### src/hw/rtl/greedy_line_breaker_defines.svh
// ----------------------------------------------------------------------------
// Greedy line breaker assertion macros
// Shared assertion forms, clocked on clk and disabled while rst_n is low.
// ----------------------------------------------------------------------------
`ifndef GREEDY_LINE_BREAKER_DEFINES_SVH
`define GREEDY_LINE_BREAKER_DEFINES_SVH

// The consequent must hold in the same cycle as the antecedent.
`define GLB_ASSERT_IMPL(label, ante, cons) \
  label: assert property (@(posedge clk) disable iff (!rst_n) (ante) |-> (cons)) \
    else $error("greedy line breaker: same-cycle check failed");

// The consequent must hold in the cycle after the antecedent.
`define GLB_ASSERT_NEXT(label, ante, cons) \
  label: assert property (@(posedge clk) disable iff (!rst_n) (ante) |=> (cons)) \
    else $error("greedy line breaker: next-cycle check failed");

`endif

### src/hw/rtl/glb_pkg.sv
// ----------------------------------------------------------------------------
// Greedy line breaker package
// Word types, character class codes, register indexes and reset values.
// ----------------------------------------------------------------------------
package glb_pkg;

  typedef logic [1:0] char_class_t;

  localparam char_class_t CLS_OTHER   = 2'd0;
  localparam char_class_t CLS_SPACE   = 2'd1;
  localparam char_class_t CLS_NEWLINE = 2'd2;
  localparam char_class_t CLS_END     = 2'd3;

  typedef logic [1:0] cfg_index_t;

  localparam cfg_index_t CFG_MAX_WIDTH       = 2'd0;
  localparam cfg_index_t CFG_MAX_LINES       = 2'd1;
  localparam cfg_index_t CFG_MISSING_ADVANCE = 2'd2;

  localparam int CFG_DATA_BITS = 16;

  localparam logic [15:0] MAX_WIDTH_RST       = 16'd65535;
  localparam logic [8:0]  MAX_LINES_RST       = 9'd256;
  localparam logic [11:0] MISSING_ADVANCE_RST = 12'd8;

  typedef struct packed {
    char_class_t char_class;
    logic [2:0]  byte_length;
    logic        glyph_present;
    logic [11:0] glyph_advance;
  } in_word_t;

  typedef struct packed {
    logic        is_final;
    logic [7:0]  line_index;
    logic [15:0] break_offset;
    logic [8:0]  line_count;
  } out_word_t;

  typedef struct packed {
    logic [15:0] max_width;
    logic [8:0]  max_lines;
    logic [11:0] missing_advance;
  } cfg_t;

endpackage

### src/hw/rtl/glb_core.sv
// ----------------------------------------------------------------------------
// Greedy line breaker core
// Line state registers and the per-word break decision.
// ----------------------------------------------------------------------------
`include "greedy_line_breaker_defines.svh"

module glb_core #(
  parameter int MAX_LINES   = 256,
  parameter int OFFSET_BITS = 16
) (
  input  logic              clk,
  input  logic              rst_n,
  input  logic              step_en,
  input  glb_pkg::in_word_t item,
  input  glb_pkg::cfg_t     cfg,
  output logic              res_vld,
  output glb_pkg::out_word_t res
);
  import glb_pkg::*;

  localparam int          LINE_CAP   = (MAX_LINES < 256) ? MAX_LINES : 256;
  localparam logic [8:0]  LINE_CAP_W = LINE_CAP[8:0];

  logic [7:0]             lines_done_r, lines_done_nxt;
  logic [OFFSET_BITS-1:0] line_begin_r, line_begin_nxt;
  logic                   space_valid_r, space_valid_nxt;
  logic [OFFSET_BITS-1:0] space_after_r, space_after_nxt;
  logic [17:0]            space_pen_r, space_pen_nxt;
  logic [17:0]            pen_x_r, pen_x_nxt;
  logic [OFFSET_BITS-1:0] byte_pos_r, byte_pos_nxt;
  logic                   halted_r, halted_nxt;

  logic [OFFSET_BITS-1:0]    next_pos;
  logic [8:0]                lines_inc;
  logic [8:0]                lim_floor;
  logic [8:0]                lim;
  logic                      at_limit;
  logic [11:0]               adv;
  logic [18:0]               pen_sum;
  logic [17:0]               pen_sat;
  logic                      is_space;
  logic                      sp_valid_e;
  logic [OFFSET_BITS-1:0]    sp_after_e;
  logic [17:0]               sp_pen_e;
  logic                      over;
  logic                      use_space;
  logic [17:0]               pen_rem;
  logic                      brk;
  logic [OFFSET_BITS+15:0]   begin_ext;

  always_comb begin
    next_pos  = byte_pos_r + OFFSET_BITS'(item.byte_length);
    lines_inc = {1'b0, lines_done_r} + 9'd1;
    lim_floor = (cfg.max_lines == 9'd0) ? 9'd1 : cfg.max_lines;
    lim       = (lim_floor > LINE_CAP_W) ? LINE_CAP_W : lim_floor;
    at_limit  = lines_inc >= lim;

    adv     = item.glyph_present ? item.glyph_advance : cfg.missing_advance;
    pen_sum = {1'b0, pen_x_r} + {7'd0, adv};
    pen_sat = pen_sum[18] ? '1 : pen_sum[17:0];

    // A space on this word counts as the candidate break point already.
    is_space   = item.char_class == CLS_SPACE;
    sp_valid_e = is_space | space_valid_r;
    sp_after_e = is_space ? next_pos : space_after_r;
    sp_pen_e   = is_space ? pen_x_r : space_pen_r;

    over      = (pen_sat > {2'b00, cfg.max_width}) && (line_begin_r < byte_pos_r);
    use_space = sp_valid_e && (sp_after_e > line_begin_r);
    pen_rem   = (pen_sat >= sp_pen_e) ? pen_sat - sp_pen_e : '0;
  end

  always_comb begin
    lines_done_nxt  = lines_done_r;
    line_begin_nxt  = line_begin_r;
    space_valid_nxt = space_valid_r;
    space_after_nxt = space_after_r;
    space_pen_nxt   = space_pen_r;
    pen_x_nxt       = pen_x_r;
    byte_pos_nxt    = byte_pos_r;
    halted_nxt      = halted_r;
    brk             = 1'b0;
    res_vld         = 1'b0;
    res             = '0;

    if (step_en) begin
      unique case (item.char_class) inside
        CLS_END: begin
          res_vld         = 1'b1;
          res.is_final    = 1'b1;
          res.line_count  = lines_inc;
          lines_done_nxt  = '0;
          line_begin_nxt  = '0;
          space_valid_nxt = 1'b0;
          space_after_nxt = '0;
          space_pen_nxt   = '0;
          pen_x_nxt       = '0;
          byte_pos_nxt    = '0;
          halted_nxt      = 1'b0;
        end
        CLS_NEWLINE: begin
          if (!halted_r) begin
            if (at_limit) begin
              halted_nxt = 1'b1;
            end else begin
              brk             = 1'b1;
              lines_done_nxt  = lines_inc[7:0];
              line_begin_nxt  = next_pos;
              pen_x_nxt       = '0;
              space_valid_nxt = 1'b0;
              byte_pos_nxt    = next_pos;
            end
          end
        end
        CLS_OTHER, CLS_SPACE: begin
          if (!halted_r) begin
            space_valid_nxt = sp_valid_e;
            space_after_nxt = sp_after_e;
            space_pen_nxt   = sp_pen_e;
            pen_x_nxt       = pen_sat;
            if (over) begin
              if (at_limit) begin
                halted_nxt = 1'b1;
              end else begin
                brk            = 1'b1;
                lines_done_nxt = lines_inc[7:0];
                if (use_space) begin
                  line_begin_nxt = sp_after_e;
                  pen_x_nxt      = pen_rem;
                end else begin
                  line_begin_nxt = byte_pos_r;
                  pen_x_nxt      = '0;
                end
                space_valid_nxt = 1'b0;
                space_pen_nxt   = '0;
                byte_pos_nxt    = next_pos;
              end
            end else begin
              byte_pos_nxt = next_pos;
            end
          end
        end
        default: begin
        end
      endcase
    end

    // The offset is shown as its low 16 bits, zero-extended for narrow offsets.
    begin_ext = {16'd0, line_begin_nxt};
    if (brk) begin
      res_vld          = 1'b1;
      res.line_index   = lines_done_nxt;
      res.break_offset = begin_ext[15:0];
    end
  end

  always_ff @(posedge clk) begin
    if (!rst_n) begin
      lines_done_r  <= '0;
      line_begin_r  <= '0;
      space_valid_r <= 1'b0;
      space_after_r <= '0;
      space_pen_r   <= '0;
      pen_x_r       <= '0;
      byte_pos_r    <= '0;
      halted_r      <= 1'b0;
    end else begin
      lines_done_r  <= lines_done_nxt;
      line_begin_r  <= line_begin_nxt;
      space_valid_r <= space_valid_nxt;
      space_after_r <= space_after_nxt;
      space_pen_r   <= space_pen_nxt;
      pen_x_r       <= pen_x_nxt;
      byte_pos_r    <= byte_pos_nxt;
      halted_r      <= halted_nxt;
    end
  end

  `GLB_ASSERT_NEXT(a_end_clears, step_en && item.char_class == CLS_END, lines_done_r == 8'd0 && byte_pos_r == '0 && !halted_r)
  `GLB_ASSERT_IMPL(a_no_break_halted, res_vld && !res.is_final, !halted_r)
  `GLB_ASSERT_NEXT(a_halt_holds, step_en && halted_r && item.char_class != CLS_END, halted_r && $stable(lines_done_r))

endmodule

### src/hw/rtl/greedy_line_breaker.sv
// ----------------------------------------------------------------------------
// Greedy line breaker
// Streams code points and emits a word for every line break and for end of text.
// ----------------------------------------------------------------------------
// Takes one code point word per clock while the receiver keeps up. A code
// point is held in the input register until the core steps on it, and the
// result then waits in the result register until it is taken. A newline, or a
// pen width above max_width, yields a break word with the new line's index and
// byte offset while the line count is below max_lines; an end-of-text word
// yields the line count and clears the line state. Words that cause no break
// produce nothing. The rate is one word per cycle while results are taken, set
// by the core's state update (pen adder, width and offset compares). A waiting
// result holds the word in the input register, so while the receiver stalls
// the block takes at most one more word and then drops in_ready until the
// result register is free. Configuration writes take effect on the next clock.

module greedy_line_breaker #(
  parameter int MAX_LINES   = 256,
  parameter int OFFSET_BITS = 16
) (
  input  logic                                clk,
  input  logic                                rst_n,
  input  logic                                in_valid,
  output logic                                in_ready,
  input  glb_pkg::in_word_t                   in_data,
  output logic                                out_valid,
  input  logic                                out_ready,
  output glb_pkg::out_word_t                  out_data,
  input  logic                                cfg_we,
  input  glb_pkg::cfg_index_t                 cfg_index,
  input  logic [glb_pkg::CFG_DATA_BITS-1:0]   cfg_wdata
);
  import glb_pkg::*;

  cfg_t      cfg_r;
  logic      in_vld_r;
  in_word_t  in_r;
  logic      out_vld_r, out_vld_nxt;
  out_word_t out_r;
  logic      advance;
  logic      res_vld;
  out_word_t res;

  assign advance   = in_vld_r && (!out_vld_r || out_ready);
  assign in_ready  = !in_vld_r || advance;
  assign out_valid = out_vld_r;
  assign out_data  = out_r;

  always_comb begin
    out_vld_nxt = advance ? res_vld : (out_vld_r && !out_ready);
  end

  glb_core #(
    .MAX_LINES   (MAX_LINES),
    .OFFSET_BITS (OFFSET_BITS)
  ) u_core (
    .clk     (clk),
    .rst_n   (rst_n),
    .step_en (advance),
    .item    (in_r),
    .cfg     (cfg_r),
    .res_vld (res_vld),
    .res     (res)
  );

  always_ff @(posedge clk) begin
    if (!rst_n) begin
      cfg_r.max_width       <= MAX_WIDTH_RST;
      cfg_r.max_lines       <= MAX_LINES_RST;
      cfg_r.missing_advance <= MISSING_ADVANCE_RST;
      in_vld_r              <= 1'b0;
      out_vld_r             <= 1'b0;
    end else begin
      if (cfg_we) begin
        unique case (cfg_index)
          CFG_MAX_WIDTH:       cfg_r.max_width       <= cfg_wdata;
          CFG_MAX_LINES:       cfg_r.max_lines       <= cfg_wdata[8:0];
          CFG_MISSING_ADVANCE: cfg_r.missing_advance <= cfg_wdata[11:0];
          default: begin
          end
        endcase
      end
      if (in_ready) begin
        in_vld_r <= in_valid;
      end
      out_vld_r <= out_vld_nxt;
    end
  end

  always_ff @(posedge clk) begin
    if (in_ready && in_valid) begin
      in_r <= in_data;
    end
    if (advance && res_vld) begin
      out_r <= res;
    end
  end

endmodule
### config.mk
export PLATFORM = sky130hd
export DESIGN_NAME = greedy_line_breaker
export DESIGN_NICKNAME = d
export VERILOG_FILES = /design/src/hw/rtl/glb_pkg.sv /design/src/hw/rtl/glb_core.sv /design/src/hw/rtl/greedy_line_breaker.sv
export VERILOG_INCLUDE_DIRS = /design/src /design/src/hw/rtl
export SDC_FILE = /design/constraint.sdc
export NUM_CORES = 1
export LEC_CHECK = 0
export BUFFER_PORTS_ARGS = -buffer_cell sky130_fd_sc_hd__buf_2
export CAP_MARGIN = 15
export CORE_MARGIN = 5
export CORE_UTILIZATION = 30
export CTS_CLUSTER_SIZE = 30
export DETAILED_ROUTE_END_ITERATION = 10
export GPL_ROUTABILITY_DRIVEN = 1
export REMOVE_ABC_BUFFERS = 1
export SYNTH_ARGS = -nofsm -noshare
export SYNTH_HDL_FRONTEND = slang
export SYNTH_SLANG_ARGS = --single-unit
### constraint.sdc
create_clock -name clk -period 15 [get_ports clk]
set_input_delay 3 -clock clk [delete_from_list [all_inputs] [get_ports clk]]
set_output_delay 3 -clock clk [all_outputs]
set_load 0.005 [all_outputs]
After elaboration in Yosys (flattened, before gate mapping)
Index checks and enable logic that the tools add are counted. W data, S select, Z words.

Register bits after elaboration: 185. Logic and storage cells: 125.

Add/sub/neg operators: 4. Magnitude comparators: 6. Equal/unequal tests: 8. Mux-type cells: 60. Bitwise logic cells: 1. Reductions and logical operators: 25.

Operator list (number): $mux W18 (12); $mux W16 (13); $pmux W16 S3 (2); $pmux W18 S3 (1); $mux W8 (5); $pmux W18 S2 (1); $pmux W16 S2 (1); $pmux W8 S3 (1); $add A18 B12 Y19 (1); $ge A18 B18 Y1 (1); $gt A18 B16 Y1 (1); $mux W1 (18); $mux W9 (2); $sub A18 B18 Y18 (1); $add A16 B3 Y16 (1); $gt A16 B16 Y1 (1); $lt A16 B16 Y1 (1); $mux W12 (1); $reduce_and A2 Y1 (5); $add A8 B1 Y9 const B (1); $ge A9 B9 Y1 (1); $gt A9 B9 Y1 const B (1); $logic_not A9 Y1 (1); $eq A2 B2 Y1 const B (3); other kinds (15) (28).

Depth between registers and ports, before layout
Depth after elaboration: 12. Depth in mapped cells: 24.

Modules after synthesis
A second synthesis with hierarchy kept.

Cell total of the unflattened synthesis: 1336. Area, all modules: 11601.1 um^2.

Modules (own cells, without submodules): glb_core (instances 1, cells an instance 1115, area an instance 8365.5 um^2, sequential area each 1881.8 um^2); greedy_line_breaker (instances 1, cells an instance 221, area an instance 3235.6 um^2, sequential area each 2342.2 um^2).

Worst setup path after synthesis
No wires, ideal clock.

Path type: reg2reg. Start point: reg in_r[12] (netlist name). End point: reg out_r, in the netlist out_data[0], enable pin. Data arrival time: 6.397 ns. Data required time: 14.555 ns. Setup slack: 8.158 ns. Cell stages (with the launch flop): 20. Buffers on the path: 2. Clock period less this slack: 6.842 ns. Cell sequence: edfxtp_1 buf_1 mux2_2 ha_1 a2111oi_4 a211oi_1 nor4_2 nor2_1 nand3_1 clkbuf_1 o21ai_0 ha_1 nand3_1 nor4_1 o31a_1 o31ai_1 nand3_1 o21a_1 o21ai_2 a21oi_1.

Cells in the longest elaborated chain, start to end: 11.

RTL lines: start: declaration (line greedy_line_breaker.sv:37) `in_word_t in_r;`; start signal: assignment (line greedy_line_breaker.sv:92) `in_r <= in_data;`; $mux W12 (line glb_core.sv:58) `adv = item.glyph_present ? item.glyph_advance : cfg.missing_advance;`; $add A18 B12 Y19 (line glb_core.sv:59) `pen_sum = {1'b0, pen_x_r} + {7'd0, adv};`; $mux W18 (line glb_core.sv:60) `pen_sat = pen_sum[18] ? '1 : pen_sum[17:0];`; $gt A18 B16 Y1 (line glb_core.sv:68) `over = (pen_sat > {2'b00, cfg.max_width}) && (line_begin_r < byte_pos_r);`; $logic_and A1 B1 Y1 (line glb_core.sv:68); $mux W1 (line glb_core.sv:121) `if (over) begin`; $mux W1 (line glb_core.sv:116) `if (!halted_r) begin`; $pmux W1 S2 (line glb_core.sv:87) `unique case (item.char_class) inside`; $mux W1 (line glb_core.sv:86) `if (step_en) begin`; $mux W1 (line glb_core.sv:150) `if (brk) begin`; $logic_and A1 B1 Y1 (line greedy_line_breaker.sv:94) `if (advance && res_vld) begin`; end signal: assignment (line greedy_line_breaker.sv:95) `out_r <= res;`; end: declaration (line greedy_line_breaker.sv:39) `out_word_t out_r;`.

Every way passes these cells. A chain may end at the register's enable or synchronous reset.

Worst setup path after layout
Start point: reg in_r[12] (netlist name). End point: reg out_vld_r (netlist: out_valid).

Cells in the longest elaborated chain, start to end: 11.

RTL lines: $mux W12 (line glb_core.sv:58); $add A18 B12 Y19 (line glb_core.sv:59); $mux W18 (line glb_core.sv:60); $gt A18 B16 Y1 (line glb_core.sv:68); $logic_and A1 B1 Y1 (line glb_core.sv:68); $mux W1 (line glb_core.sv:121); $mux W1 (line glb_core.sv:116); $pmux W1 S2 (line glb_core.sv:87); $mux W1 (line glb_core.sv:86); $mux W1 (line glb_core.sv:150); $mux W1 (line greedy_line_breaker.sv:50) `out_vld_nxt = advance ? res_vld : (out_vld_r && !out_ready);`; end signal: assignment (line greedy_line_breaker.sv:86) `out_vld_r <= out_vld_nxt;`; end: declaration (line greedy_line_breaker.sv:38) `logic out_vld_r, out_vld_nxt;`.

Every way passes these cells.

==> metrics.yaml <==
status: "completed"
clock_latency_ns: 0.46
cts_setup_buffers: 0
synthAdderAreaFrac: 0.103
rows: 71
slowest_delay_ns: 0.79
die-width_um: 206
path_buf_inv: 2
drtAntennaViolNets: 0
pwr-share-seq: 0.458
finalHoldViolations: 0
grt-ovfl-total: 0
worstHoldPathType: "reg2reg"
switching_share: 0.295
switching_power_uw: 342
drv_cap: 0
antenna_cells: 0
avgSynthCellArea_um2: 8.54
skew_ns: 0.0139
cts-resized-gates: 0
grt_pass1_wl_um: 54800
drc: 0
stdcell_count: 1914
fin_area_mm2: 0.0130
clkTransAtPathRegs_ns: 0.07
hold_depth: 2
start_util: 0.305
nets: 1524
setup_viol: 0
cp.required_ns: 15.36
ir_drop_mv: 0.0759
max_freq_ghz: 0.144
fin_crit_ns: 6.95
worstRegToRegCells: 22
slowest_stage: "o21ai_2"
drive_above_1_share: 0.119
hold_ws_ns: 0.464
grt_usage: 0.164
post-place-ws_ns: 8.15
via_count: 10300
grt_antenna_before_repair: 1
grt_pass1_vias: 9874
synth_compound_area_frac: 0.220
detail_route.wl_per_cell_um: 18.2
synth-warning-count: 0
dp_cells: 1882
critPathKind: "reg2reg"
placed_cell_area_mm2: 0.0124
port_buffers: 76
grt_setup_unrepaired: "no"
worstPathArrival_ns: 7.31
critPathMaxFanout: 20
clock-sinks: 185
drt-total-wl_um: 34800
syn-instance-count: 1348
place_hpwl_um: 25400
cts-htree-levels: 4
avgViaCountPerCell: 5.37
synth-seq-cells: 185
p_total_mw: 1.16
powerDensity_mw_per_mm2: 89.5
drt_first_pass_iters: 6
dieArea_mm2: 0.0424
synth.distinct_cells: 73
synth_top_family_by_area: "compound AO/OA/AOI/OAI gates"
ys.flop_type: "dfxtp_1"
coreArea_mm2: 0.0378
clk_path_buf_depth: 2
tightest_slew_ns: 1.20
synth_simple_gate_area_share: 0.190
fin_crit_sh: 0.463
p_leak_nw: 5.24
path_delay_family: "compound AO/OA/AOI/OAI gates"
comb_power_share: 0.148
synthMuxAreaShare: 0.0450
cp.depth: 22
maxSlewHeadroom: 0.199
slew_viol_final: 0
synth_edf_count: 52
cts_root_buffer: "clkbuf_16"
setup_slack_ns: 8.05
hold_buffers: 0
end_kind: "register"
cts_tree: "done"
area_delta_synth_final_pct: 12.8
synth-xor-area-share: 0.0312
grt_max_degree: 62
cts_buffers: 17
setup_tns_ns: 0
pwr-share-clk: 0.394
internal_power_uw: 819
fp.dieH_um: 206
synth-async-reset-ratio: 0
cp-start-kind: "register"
final_util: 0.344
worstPathCellList: "mux2_2 -> ha_1 -> inv_1 -> fa_1 -> nor2b_1 -> o211ai_1 -> a211oi_1 -> nor4_2 -> nor2_1 -> nand3_1 -> o21ai_0 -> ha_1 -> a21oi_1 -> a21oi_1 -> o31a_1 -> o31ai_1 -> nand3_1 -> o21a_1 -> o21ai_2 -> a21oi_4 -> buf_4 -> o21a_1"
drt_iter0_markers: 802
gp_congestion: 0.895
ys_seq_area_frac: 0.367
netlist_area_mm2: 0.0115
ios: 77
-- synth_stat cells (all sizes together), types with 5 or more instances --
master	n	area share
a211oi	14	0.0096
a21o	21	0.014
a21oi	108	0.047
a22oi	8	0.0052
a2bb2oi	17	0.013
a31o	11	0.0084
a31oi	16	0.0087
a32oi	10	0.0076
and2	10	0.0054
and3	11	0.0060
buf	15	0.0062
clkbuf	53	0.017
dfxtp	133	0.23
edfxtp	52	0.14
ha	90	0.098
inv	62	0.020
mux2	14	0.014
mux2i	36	0.031
nand2	186	0.061
nand2b	11	0.0060
nand3	52	0.023
nand3b	5	0.0033
nand4	15	0.0082
nor2	97	0.032
nor2b	12	0.0065
nor3	32	0.014
nor4	11	0.0071
o211ai	32	0.021
o21a	17	0.011
o21ai	68	0.031
o311ai	6	0.0046
or2	6	0.0033
or3	9	0.0049
xnor2	27	0.021
xor2	14	0.011
-- power by group through the flow --
stage | combinational [mW] | clock [mW] | sequential (mW)
after global routing | 0.187 | 0.488 | 0.533
after detailed placement | 0.168 | 0 | 0.544
after global placement | 0.167 | 0 | 0.544
final | 0.171 | 0.458 | 0.532
after CTS | 0.170 | 0.466 | 0.532
after floorplan | 0.111 | 0 | 0.541
-- layer usage --
layer,wire (um),global-route usage
met5,0,0
met4,652,0.0447
met3,1800,0.0323
met2,16800,0.279
met1,15600,0.212
-- worst register-to-register path: cells and delay by family, from the launching register on --
family	cells	cell delay (ns)
buf+inv	2	0.39
simple gates	5	1.25
mux	1	0.31
fa+ha+maj	3	0.91
compound gates	11	3.39
flops	1	0.59
-- path summary, 6_finish.rpt --
path                                                          from                                 end  slack [ns]
worst min-delay path            u_core.space_pen_r[0]$_SDFFE_PN0P_  u_core.space_pen_r[0]$_SDFFE_PN0P_        0.46
worst max-delay path                            in_r[12]$_DFFE_PP_                out_valid$_SDFF_PN0_        8.05
worst max register to register                  in_r[12]$_DFFE_PP_                out_valid$_SDFF_PN0_        8.05
worst min register to register  u_core.space_pen_r[0]$_SDFFE_PN0P_  u_core.space_pen_r[0]$_SDFFE_PN0P_        0.46
-- state kept, by name (all words and copies together), names as in the netlist, 16 cells and up --
signal,count
in_r,18
u_core.pen_x_r,18
u_core.byte_pos_r,16
out_data,34
u_core.line_begin_r,16
u_core.space_pen_r,18
cfg_r,37
u_core.space_after_r,16
-- cells in the final DEF (no fill, tap or decap), drive strengths merged, types with 6 or more instances in the layout --
master and instances:
nand2b 11, a31o 11, clkbuf 17, mux2 14
ha 90, or2 6, nor2 97, clkinv 6
o211ai 32, a22oi 8, a31oi 16, a32oi 10
xor2 14, dfxtp 133, and3 11, nand4 15
xnor2 27, a21o 21, nor3 32, mux2i 36
inv 69, nor2b 12, o21a 17, nor4 11
a21oi 108, nand3 52, edfxtp 52, a2bb2oi 17
or3 9, buf 91, a211oi 14, and2 10
o311ai 6, nand2 186, o21ai 68
-- cell families (layout without fill, tap and decap cells) --
logic type | after synthesis | in the layout
AND/OR/NAND/NOR | 470 | 470
AO/OA/AOI/OAI | 378 | 378
flip-flops | 185 | 185
buffers and inverters | 131 | 186
adder cells (fa/ha/maj) | 93 | 93
multiplexers | 50 | 50
XOR/XNOR | 41 | 41
-- cell type report --
| cell class | instances | area, um^2 |
|---|---|---|
| well taps | 511 | 639 |
| inverters | 63 | 236 |
| clock inverters | 15 | 160 |
| flip-flops and latches | 185 | 4220 |
| multi-input cells | 1032 | 6800 |
| clock buffers | 17 | 425 |
| fillers | 3925 | 24800 |
| repair buffers | 91 | 493 |
(Power assumes the default switching activity.)
